File: config.mk
export PLATFORM = sky130hd
export DESIGN_NAME = access_lock_state_machine
export DESIGN_NICKNAME = d
export VERILOG_FILES = /design/src/alsm_pkg.sv /design/src/alsm_core.sv /design/src/access_lock_state_machine.sv
export SDC_FILE = /design/constraint.sdc
export NUM_CORES = 1
export LEC_CHECK = 0
export BUFFER_PORTS_ARGS = -buffer_cell sky130_fd_sc_hd__clkbuf_2
export CORE_MARGIN = 5
export CORE_UTILIZATION = 60
export DETAILED_ROUTE_END_ITERATION = 8
export GPL_TIMING_DRIVEN = 0
export PLACE_DENSITY_LB_ADDON = 0.2
export SLEW_MARGIN = 20
export SYNTH_ARGS = -nofsm -noshare
export SYNTH_HDL_FRONTEND = slang
export SYNTH_SLANG_ARGS = --single-unit
File: constraint.sdc
create_clock -name clk_i -period 16.8 [get_ports clk_i]
set_input_delay 2.52 -clock clk_i [delete_from_list [all_inputs] [get_ports clk_i]]
set_output_delay 2.52 -clock clk_i [all_outputs]
set_load 0.005 [all_outputs]
File: src/alsm_pkg.sv
// alsm_pkg: shared codes and types of the access lock state machine
// event, action and mode codes, register indexes, state and config structs
// no dependencies
`default_nettype none

package alsm_pkg;

  localparam logic [3:0] OP_RESET      = 4'd0;
  localparam logic [3:0] OP_TICK       = 4'd1;
  localparam logic [3:0] OP_CONNECT    = 4'd2;
  localparam logic [3:0] OP_DISCONNECT = 4'd3;
  localparam logic [3:0] OP_TAG_OK     = 4'd4;
  localparam logic [3:0] OP_TAG_FAIL   = 4'd5;
  localparam logic [3:0] OP_NEAR       = 4'd6;
  localparam logic [3:0] OP_FAR        = 4'd7;
  localparam logic [3:0] OP_AUTH_OK    = 4'd8;
  localparam logic [3:0] OP_AUTH_FAIL  = 4'd9;
  localparam logic [3:0] OP_USER_LOCK  = 4'd10;

  localparam logic [2:0] MODE_IDLE      = 3'd0;
  localparam logic [2:0] MODE_CONNECTED = 3'd1;
  localparam logic [2:0] MODE_TAGGED    = 3'd2;
  localparam logic [2:0] MODE_NEAR      = 3'd3;
  localparam logic [2:0] MODE_AUTHED    = 3'd4;
  localparam logic [2:0] MODE_UNLOCKED  = 3'd5;
  localparam logic [2:0] MODE_LOCKED    = 3'd6;
  localparam logic [2:0] MODE_LOCKOUT   = 3'd7;

  localparam logic [2:0] ACT_NONE        = 3'd0;
  localparam logic [2:0] ACT_LED_AUTH    = 3'd1;
  localparam logic [2:0] ACT_LED_LOCKED  = 3'd2;
  localparam logic [2:0] ACT_LED_UNLOCK  = 3'd3;
  localparam logic [2:0] ACT_PULSE       = 3'd4;
  localparam logic [2:0] ACT_DRIVE_LOCK  = 3'd5;
  localparam logic [2:0] ACT_LOG_LOCKOUT = 3'd6;

  localparam logic [1:0] REG_MAX_FAILS  = 2'd0;
  localparam logic [1:0] REG_LOCK_LEN   = 2'd1;
  localparam logic [1:0] REG_PENALTY_MS = 2'd2;
  localparam logic [1:0] REG_TIMEOUT_MS = 2'd3;

  localparam logic [7:0]  MAX_FAILS_RST  = 8'd3;
  localparam logic [31:0] LOCK_LEN_RST   = 32'd30000;
  localparam logic [31:0] PENALTY_MS_RST = 32'd2000;
  localparam logic [31:0] TIMEOUT_MS_RST = 32'd10000;

  typedef struct packed {
    logic [2:0]  mode;
    logic [31:0] entered;
    logic [31:0] pen_dl;
    logic [31:0] lock_dl;
    logic [7:0]  streak;
  } alsm_state_t;

  typedef struct packed {
    logic [7:0]  max_fails;
    logic [31:0] lock_len;
    logic [31:0] penalty_ms;
    logic [31:0] timeout_ms;
  } alsm_cfg_t;

endpackage

`default_nettype wire

File: src/alsm_core.sv
// alsm_core: next-state and action logic for one event
// purely combinational, one event against the current state and config
// depends on alsm_pkg
`default_nettype none

module alsm_core (
  input  wire logic [3:0]            op_i,
  input  wire logic [31:0]           now_i,
  input  wire alsm_pkg::alsm_state_t st_i,
  input  wire alsm_pkg::alsm_cfg_t   cfg_i,
  output alsm_pkg::alsm_state_t      st_o,
  output logic [2:0]                 act_o
);
  import alsm_pkg::*;

  logic [7:0]  streak_inc;
  logic        fail_lock;
  logic        pen_active;
  logic        is_lockout;
  logic        transient;
  logic        do_fail;
  logic [31:0] elapsed;

  always_comb begin
    streak_inc = (st_i.streak == 8'hFF) ? 8'hFF : st_i.streak + 8'd1;
    fail_lock  = streak_inc >= cfg_i.max_fails;
    pen_active = now_i < st_i.pen_dl;
    is_lockout = st_i.mode == MODE_LOCKOUT;
    transient  = (st_i.mode == MODE_CONNECTED) || (st_i.mode == MODE_TAGGED) ||
                 (st_i.mode == MODE_NEAR) || (st_i.mode == MODE_AUTHED);
    elapsed    = now_i - st_i.entered;
    do_fail    = 1'b0;
    st_o       = st_i;
    act_o      = ACT_NONE;

    unique case (op_i)
      OP_RESET: begin
        st_o.mode    = MODE_IDLE;
        st_o.entered = now_i;
      end
      OP_TICK: begin
        if (is_lockout) begin
          if (now_i >= st_i.lock_dl) begin
            st_o.streak  = 8'd0;
            st_o.mode    = MODE_IDLE;
            st_o.entered = now_i;
            act_o        = ACT_LED_LOCKED;
          end
        end else if (transient && (elapsed > cfg_i.timeout_ms)) begin
          st_o.mode    = MODE_IDLE;
          st_o.entered = now_i;
          act_o        = ACT_LED_LOCKED;
        end
      end
      OP_DISCONNECT, OP_USER_LOCK: begin
        if (!is_lockout) begin
          st_o.mode    = MODE_LOCKED;
          st_o.entered = now_i;
          act_o        = ACT_DRIVE_LOCK;
        end
      end
      OP_CONNECT, OP_TAG_OK, OP_TAG_FAIL, OP_NEAR, OP_FAR, OP_AUTH_OK,
      OP_AUTH_FAIL: begin
        if (!is_lockout && !pen_active) begin
          unique case (st_i.mode)
            MODE_IDLE, MODE_LOCKED: begin
              if (op_i == OP_CONNECT) begin
                st_o.mode    = MODE_CONNECTED;
                st_o.entered = now_i;
                act_o        = ACT_LED_AUTH;
              end
            end
            MODE_CONNECTED: begin
              if (op_i == OP_TAG_OK) begin
                st_o.mode    = MODE_TAGGED;
                st_o.entered = now_i;
                act_o        = ACT_LED_AUTH;
              end else if (op_i == OP_TAG_FAIL) begin
                do_fail = 1'b1;
              end
            end
            MODE_TAGGED: begin
              if (op_i == OP_NEAR) begin
                st_o.mode    = MODE_NEAR;
                st_o.entered = now_i;
                act_o        = ACT_LED_AUTH;
              end else if (op_i == OP_FAR) begin
                st_o.mode    = MODE_IDLE;
                st_o.entered = now_i;
                act_o        = ACT_LED_LOCKED;
              end
            end
            MODE_NEAR: begin
              if (op_i == OP_AUTH_OK) begin
                st_o.streak  = 8'd0;
                st_o.mode    = MODE_UNLOCKED;
                st_o.entered = now_i;
                act_o        = ACT_PULSE;
              end else if (op_i == OP_AUTH_FAIL) begin
                do_fail = 1'b1;
              end else if (op_i == OP_FAR) begin
                st_o.mode    = MODE_IDLE;
                st_o.entered = now_i;
                act_o        = ACT_LED_LOCKED;
              end
            end
            MODE_UNLOCKED: begin
              if (op_i == OP_FAR) begin
                st_o.mode    = MODE_LOCKED;
                st_o.entered = now_i;
                act_o        = ACT_DRIVE_LOCK;
              end
            end
            default: begin
            end
          endcase
        end
      end
      default: begin
      end
    endcase

    // failure: lockout once the streak reaches the limit, else penalty window
    if (do_fail) begin
      st_o.streak  = streak_inc;
      st_o.entered = now_i;
      if (fail_lock) begin
        st_o.lock_dl = now_i + cfg_i.lock_len;
        st_o.mode    = MODE_LOCKOUT;
        act_o        = ACT_LOG_LOCKOUT;
      end else begin
        st_o.pen_dl = now_i + cfg_i.penalty_ms;
        st_o.mode   = MODE_IDLE;
        act_o       = ACT_LED_LOCKED;
      end
    end
  end

endmodule

`default_nettype wire

File: src/access_lock_state_machine.sv
// access_lock_state_machine: top level with input register, state, result register
// and the register port; depends on alsm_pkg and alsm_core
//
//   channel  direction  handshake               payload
//   in       sink       in_valid_i / in_stall_o  op_i, now_ms_i
//   out      source     out_valid_o / out_stall_i action_o, mode_o
//   cfg      sink       psel/penable/pwrite      paddr, pwdata, prdata
//
// one event per cycle unless the output stalls; input register, then result register
// the state registers update at the edge that loads the result register
// reset clears state, config to defaults and both valid flags
// a stalled output holds its result; input is stalled only when both stages are full
`default_nettype none

module access_lock_state_machine (
  input  wire logic        clk_i,
  input  wire logic        rst_ni,
  input  wire logic        in_valid_i,
  output logic             in_stall_o,
  input  wire logic [3:0]  op_i,
  input  wire logic [31:0] now_ms_i,
  output logic             out_valid_o,
  input  wire logic        out_stall_i,
  output logic [2:0]       action_o,
  output logic [2:0]       mode_o,
  input  wire logic        psel,
  input  wire logic        penable,
  input  wire logic        pwrite,
  input  wire logic [3:0]  paddr,
  input  wire logic [31:0] pwdata,
  output logic [31:0]      prdata,
  output logic             pready
);
  import alsm_pkg::*;

  alsm_cfg_t   cfg_q;
  alsm_state_t st_q, st_d;
  logic        ins_valid_q;
  logic [3:0]  ins_op_q;
  logic [31:0] ins_now_q;
  logic        res_valid_q;
  logic [2:0]  res_act_q, res_act_d;
  logic [2:0]  res_mode_q;
  logic        advance;
  logic        cfg_wr;

  assign pready  = 1'b1;
  assign cfg_wr  = psel && penable && pwrite;
  assign advance = ins_valid_q && !(res_valid_q && out_stall_i);

  assign in_stall_o  = ins_valid_q && !advance;
  assign out_valid_o = res_valid_q;
  assign action_o    = res_act_q;
  assign mode_o      = res_mode_q;

  always_comb begin
    unique case (paddr[3:2])
      REG_MAX_FAILS:  prdata = {24'd0, cfg_q.max_fails};
      REG_LOCK_LEN:   prdata = cfg_q.lock_len;
      REG_PENALTY_MS: prdata = cfg_q.penalty_ms;
      REG_TIMEOUT_MS: prdata = cfg_q.timeout_ms;
      default:        prdata = 32'd0;
    endcase
  end

  always_ff @(posedge clk_i or negedge rst_ni) begin
    if (!rst_ni) begin
      cfg_q.max_fails  <= MAX_FAILS_RST;
      cfg_q.lock_len   <= LOCK_LEN_RST;
      cfg_q.penalty_ms <= PENALTY_MS_RST;
      cfg_q.timeout_ms <= TIMEOUT_MS_RST;
    end else if (cfg_wr) begin
      unique case (paddr[3:2])
        REG_MAX_FAILS:  cfg_q.max_fails  <= pwdata[7:0];
        REG_LOCK_LEN:   cfg_q.lock_len   <= pwdata;
        REG_PENALTY_MS: cfg_q.penalty_ms <= pwdata;
        REG_TIMEOUT_MS: cfg_q.timeout_ms <= pwdata;
        default: begin
        end
      endcase
    end
  end

  alsm_core u_core (
    .op_i  (ins_op_q),
    .now_i (ins_now_q),
    .st_i  (st_q),
    .cfg_i (cfg_q),
    .st_o  (st_d),
    .act_o (res_act_d)
  );

  // input register
  always_ff @(posedge clk_i or negedge rst_ni) begin
    if (!rst_ni) begin
      ins_valid_q <= 1'b0;
    end else if (!in_stall_o) begin
      ins_valid_q <= in_valid_i;
    end
  end

  always_ff @(posedge clk_i) begin
    if (!in_stall_o && in_valid_i) begin
      ins_op_q  <= op_i;
      ins_now_q <= now_ms_i;
    end
  end

  // state and result register
  always_ff @(posedge clk_i or negedge rst_ni) begin
    if (!rst_ni) begin
      st_q        <= '0;
      res_valid_q <= 1'b0;
    end else begin
      if (advance) begin
        st_q        <= st_d;
        res_valid_q <= 1'b1;
      end else if (!out_stall_i) begin
        res_valid_q <= 1'b0;
      end
    end
  end

  always_ff @(posedge clk_i) begin
    if (advance) begin
      res_act_q  <= res_act_d;
      res_mode_q <= st_d.mode;
    end
  end

  a_mode_matches_state: assert property (@(posedge clk_i) disable iff (!rst_ni)
    out_valid_o |-> mode_o == st_q.mode)
    else $error("result mode differs from state");

  a_lockout_logged: assert property (@(posedge clk_i) disable iff (!rst_ni)
    (out_valid_o && action_o == ACT_LOG_LOCKOUT) |-> mode_o == MODE_LOCKOUT)
    else $error("lockout logged outside lockout mode");

  a_unlock_clears_streak: assert property (@(posedge clk_i) disable iff (!rst_ni)
    (out_valid_o && action_o == ACT_PULSE) |-> (st_q.streak == 8'd0 &&
      mode_o == MODE_UNLOCKED))
    else $error("unlock without cleared streak");

  a_stall_only_full: assert property (@(posedge clk_i) disable iff (!rst_ni)
    in_stall_o |-> (out_valid_o && ins_valid_q && out_stall_i))
    else $error("input stalled with room in the pipeline");

endmodule

`default_nettype wire
# Word-level counts from Yosys, hierarchy flattened
# Cells that the tools add are included.
[word_totals]
ff_bits = 255
wordCells = 142
[classes]
n_addsub = 4
order_cmp = 4
eq_ne = 35
n_mux = 51
bitwise = 1
reduce_logical = 32
[ops]
columns = ["operator", "count"]
rows = [
  ["two-way mux 35 bit", 12],
  ["one-hot mux 35 bit (5 select lines)", 1],
  ["one-hot mux 35 bit (4 select lines)", 1],
  ["one-hot mux 32 bit (4 select lines)", 1],
  ["two-way mux 107 bit", 1],
  ["adder 32 bit", 2],
  ["two-way mux 32 bit", 2],
  ["two-way mux 8 bit", 6],
  [">= comparator 32 bit", 1],
  ["> comparator 32 bit", 1],
  ["< comparator 32 bit", 1],
  ["subtractor 32 bit", 1],
  ["two-way mux 3 bit", 10],
  ["equality test 4 x 3 -> 1 bit (second input constant)", 4],
  ["one-hot mux 8 bit (2 select lines)", 1],
  ["inequality test 3 x 1 -> 1 bit (second input constant)", 5],
  ["one-hot mux 3 bit (5 select lines)", 1],
  ["equality test 3 bit (second input constant)", 4],
  ["equality test 4 bit (second input constant)", 3],
  ["AND reduction 11 bit", 1],
  ["two-way mux 1 bit", 10],
  ["one-hot mux 3 bit (3 select lines)", 1],
  ["adder 8 x 1 -> 8 bit (second input constant)", 1],
  ["equality test 4 x 2 -> 1 bit (second input constant)", 2],
  ["other kinds (31)", 54],
]

# Logic depth before layout (Yosys ltp)
[logic_depth]
word_depth = 9
mapped_depth = 24
ltp_nobuf = 23

# Cells and area by module
# Synthesis repeated with hierarchy kept, for this count alone.
[unflattened]
cells_unflattened = 2093
hier_area_um2 = 20382.0
[modules_own_cells]
columns = ["mod", "instances", "cells_per_inst", "area_each_um2"]
rows = [
  ["alsm_core", 1, 1524, 10344.9],
  ["access_lock_state_machine", 1, 569, 10037.1],
]

# Worst setup path after synthesis
# Ideal clock, no wire load.
[synth_timing]
path_kind = "input to output"
from = "input port paddr[3]"
to = "output port prdata[5]"
arrival_ps = 3732
slack_ps = 10548
cell_stages = 3
cell_sequence = "clkbuf_1 > buf_1 > mux4_2"
[synth_via]
elab_chain_len = 2
elab_cells_between_ends = 5
classes_between = "eq/ne (3); mux (1); reduce/logical (1)"
[synth_lines]
columns = ["element", "line_no", "text"]
rows = [
  ["start: declaration", "access_lock_state_machine.sv:29", "input wire logic [3:0] paddr,"],
  ["equality test 2 bit (tied with other cells)", "access_lock_state_machine.sv:57", "unique case (paddr[3:2])"],
  ["one-hot mux 32 bit (4 select lines) (*)", "access_lock_state_machine.sv:57", ""],
  ["end: declaration", "access_lock_state_machine.sv:31", "output logic [31:0] prdata,"],
]
# Mark *: on every way between the ends. The rest lies on a longest branch, timed or not.

# Final worst setup path
[layout_timing]
from = "register ins_now_q[0]"
to = "register st_q[87] (netlist bit)"
[layout_via]
elab_chain_len = 7
elab_cells_between_ends = 21
classes_between = "add/sub (1); order compare (3); eq/ne (9); mux (3); reduce/logical (5)"
[layout_lines]
columns = ["element", "line_no", "text"]
rows = [
  ["start: declaration", "access_lock_state_machine.sv:40", "logic [31:0] ins_now_q;"],
  ["start signal: assignment", "access_lock_state_machine.sv:105", "ins_now_q <= now_ms_i;"],
  ["branches (longest 7 deep; another with subtractor 32 bit)", "n/a", ""],
  ["end signal: assignment", "access_lock_state_machine.sv:116", "st_q <= st_d;"],
  ["end: declaration", "access_lock_state_machine.sv:37", "alsm_state_t st_q, st_d;"],
]
# Parallel ways; which one is timed is not known.
# A chain may end at the register's enable or synchronous reset.

==> results.md <==
* CTS tree: built
* CP Capture Type: flop
* DP Area at 0.0190 mm^2
* Post-route ant nets at 0
* CTS Buffer Depth at 3
* WP data required at 17.24 ns
* Setup TNS at 0 ns
* Finished Cell Area at 0.0202 mm^2
* HPWL Detailed at 37.6 mm
* Flop and latch count out of synthesis at 255
* I/O pins at 120
* Clk sink count at 255
* Synth Instances at 1,837
* Share of layout cells above drive strength 1 at 0.192
* Dominant cell type by area after synthesis: dfrtp_1
* Area Overhead vs Synth at 12.6%
* CTS H-tree lvls at 1
* Unique masters post-synth at 73
* Cts bufs inserted at 30
* Synth Area in Compound Gates at 0.165
* P per Cell Area at 143 mW/mm^2
* Grt peak-use layer: met2
* Final core utilization at 0.682
* Yosys warnings at 0
* Clk_lat worst skew at 0.57 ns
* Post-Syn Area at 0.0179 mm^2
* WS Path Type: reg -> reg
* Worst-path cell chain: inv_1 > ha_1 > inv_1 > fa_1 > a211o_1 > a2111oi_0 > nor4_1 > or2_2 > a21o_1 > a21o_1 > a21o_1 > a21oi_1 > xnor2_1 > ha_1 > and3_1 > a221oi_1 > nand2b_1 > a41oi_1 > o21ai_0 > a31oi_1 > o31ai_2 > buf_6 > mux2_2
* Post-synthesis simple-gate area fraction at 0.120
* Worst vdd ir at 0.0926 mV
* CP Max Fanout at 10
* Routed Wire Length at 49.2 mm
* GRT met1 Usage at 0.393
* XOR/XNOR share of the synthesized area at 0.0377
* Vias in the first global route at 14,383
* CP Launch Type: flop
* Synth Net Count at 2,116
* EDFF count, synth at 42
* CORE AREA at 0.0296 mm^2
* Vias per Instance at 6.11
* First-pass GRT wire length at 77.5 mm
* Initial Utilization at 0.606
* Crit-path leading delay family: compound AO/OA/AOI/OAI gates
* Crit path largest cell delay at 0.86 ns
* GR Util All Layers at 0.291
* Slew Viols, Final at 0
* Top_reg_cell synth: dfrtp_1
* Syn Area/Cell at 9.75 um^2
* Hold_ws at 0.476 ns
* # Post-CTS Setup Buffers at 0
* Most common cell on crit path: a21o_1
* Antenna cells at 0
* Final setup fails at 0
* Leakage at 9.26 nW
* Row count at 63
* Full die area at 0.0334 mm^2
* Type of the most critical hold path: reg -> reg
* Root Buffer: clkbuf_16
* Worst Clk Skew at 0.0175 ns
* Hold_buf cts at 0
* Worst-Margin Slew at 1.21 ns
* Drt first pass iters at 5
* Synth top area cells: dfrtp_1 (27%), ha_1 (14%), mux2_2 (11%)
* Outcome: finished, final reports clean
* Grt met2 use at 0.474
* RSZ-0062 raised after global routing: false
* Final Hold Fails at 0
* Die Y at 183 um
* Max-Cap Viols at 0
* Relative slew slack at 0.180
* Vias post-DR at 14,654
* CP bufs+invs at 3
* Post-Synth Adder-Cell Area at 0.141
* IO buf count at 114
* Min Tclk post-route at 7.78 ns
* Antenna violations before repair at 0
* Largest net degree at the start of global routing at 77
* Die width at 183 um
* Ys async rst share at 0.835
* CTS resizes at 0
* Slowest cell on crit path: a2111oi_0
* Period Utilization, post-route at 0.463
* Grt met3 use at 0.0411
* Max Fclk at 128 MHz
* Register area share after synthesis at 0.370
* Largest family of logic cells by synthesized area: compound AO/OA/AOI/OAI gates
* WL per Instance at 20.5 um
* DRC errors left at 0
* Clock slew at reported path FFs at 0.06 ns
* Mux contribution to synthesized area at 0.119
* Post-synth top area share at 0.270
* GR Overflow Total at 0
* Final Power at 2.88 mW
* Gpl congestion at 0.960
* Final #Nets at 2,265
* Drt first-iter violations at 998
* Worst EP arrival at 8.23 ns
[synth_stat cells, types with 6 or more instances]
| library cell | instances |
|---|---|
| inv_1 | 162 |
| nor3_1 | 32 |
| nor2b_1 | 25 |
| nand2b_1 | 25 |
| and2_1 | 14 |
| o21ai_0 | 121 |
| o31ai_1 | 13 |
| dfrtp_1 | 193 |
| a22o_1 | 27 |
| nand2_1 | 151 |
| nand4_1 | 26 |
| ha_1 | 197 |
| dfstp_2 | 20 |
| mux4_2 | 8 |
| o21a_1 | 23 |
| o211ai_1 | 12 |
| xor2_1 | 31 |
| xnor2_1 | 46 |
| a21oi_1 | 126 |
| nor2_1 | 73 |
| a211oi_1 | 9 |
| o21bai_1 | 10 |
| nand3_1 | 41 |
| or3_1 | 10 |
| a21o_1 | 45 |
| mux2_2 | 168 |
| a31oi_1 | 15 |
| clkbuf_1 | 47 |
| edfxtp_1 | 42 |
| and3_1 | 16 |
| or2_2 | 6 |
[logic make-up (layout without fill, tap and decap cells)]
group / after synthesis / in the layout
DFF: 255 / 255
muxes: 181 / 181
AOI/OAI and AO/OA: 461 / 461
buffers and inverters: 219 / 392
adders and majority gates: 200 / 200
and+or+nand+nor: 443 / 443
other: 1 / 1
xor gates and xnor gates: 77 / 77
[metrics by stage]
stage	worst slack, ns	instances
3_3_place_gp	8.90	2341
2_1_floorplan	10.55	1837
3_5_place_dp	9.18	2344
5_1_grt	8.80	2400
4_1_cts	9.14	2400
6_report	9.02	2400
[worst register-to-register path: stages (launching register included)]
cell and delay [ns]:
edfxtp_1 0.49, inv_1 0.13, ha_1 0.22, inv_1 0.07, fa_1 0.42, a211o_1 0.33, a2111oi_0 0.86, nor4_1 0.29
or2_2 0.41, a21o_1 0.18, a21o_1 0.19, a21o_1 0.18, a21oi_1 0.18, xnor2_1 0.15, ha_1 0.25, and3_1 0.20
a221oi_1 0.66, nand2b_1 0.20, a41oi_1 0.19, o21ai_0 0.38, a31oi_1 0.18, o31ai_2 0.86, buf_6 0.30, mux2_2 0.37
[metal layers]
metal / wire, um / share of wire
met2: 22600 / 0.46
met4: 2330 / 0.047
met1: 21300 / 0.43
met5: 0 / 0
met3: 2940 / 0.060
[layout make-up]
class / instances / area, um^2
clock buffers: 45 / 921
fillers: 2321 / 9410
clock inverters: 11 / 188
inverters: 162 / 608
repair buffers: 117 / 654
plain buffers: 57 / 241
well taps: 390 / 488
flip-flops and latches: 255 / 6620
multi-input cells: 1363 / 10400
[path summary, 6_finish.rpt]
check                             startpoint        end  slack (ns)  cells past startpoint
worst max-delay path            ins_now_q[0]   st_q[87]        9.02                     23
worst min-delay path                st_q[61]   st_q[61]        0.48                      2
worst max register to register  ins_now_q[0]   st_q[87]        9.02                     23
worst min register to register      st_q[61]   st_q[61]        0.48                      2
max in group asynchronous             rst_ni  cfg_q[96]       13.63                      3
min in group asynchronous             rst_ni  cfg_q[73]        2.00                      1
[flip-flops by register name (all words and copies together) (netlist names)]
| register | count |
|---|---|
| out_valid_o | 1 |
| ins_valid_q | 1 |
| st_q | 107 |
| mode_o | 3 |
| action_o | 3 |
| cfg_q | 104 |
| ins_op_q | 4 |
| ins_now_q | 32 |
[cell usage in the layout (no fill, tap or decap), drive strengths merged, types with 41 or more instances in the layout]
master  netlist  layout
xnor2        46      46
ha          197     197
dfrtp       193     193
edfxtp       42      42
inv         162     164
clkbuf       47     206
nor2         73      73
o21ai       121     121
nand2       151     151
nand3        41      41
a21o         45      45
a21oi       126     126
mux2        168     168
[power breakdown]
group          total (mW)  switching [mW]  leakage [nW]  internal, mW
Sequential          0.873           0.103          3.05         0.770
Combinational        1.28           0.706          5.67         0.578
Clock               0.727           0.272         0.539         0.454
No activity file was read; power rests on OpenSTA's default activity.
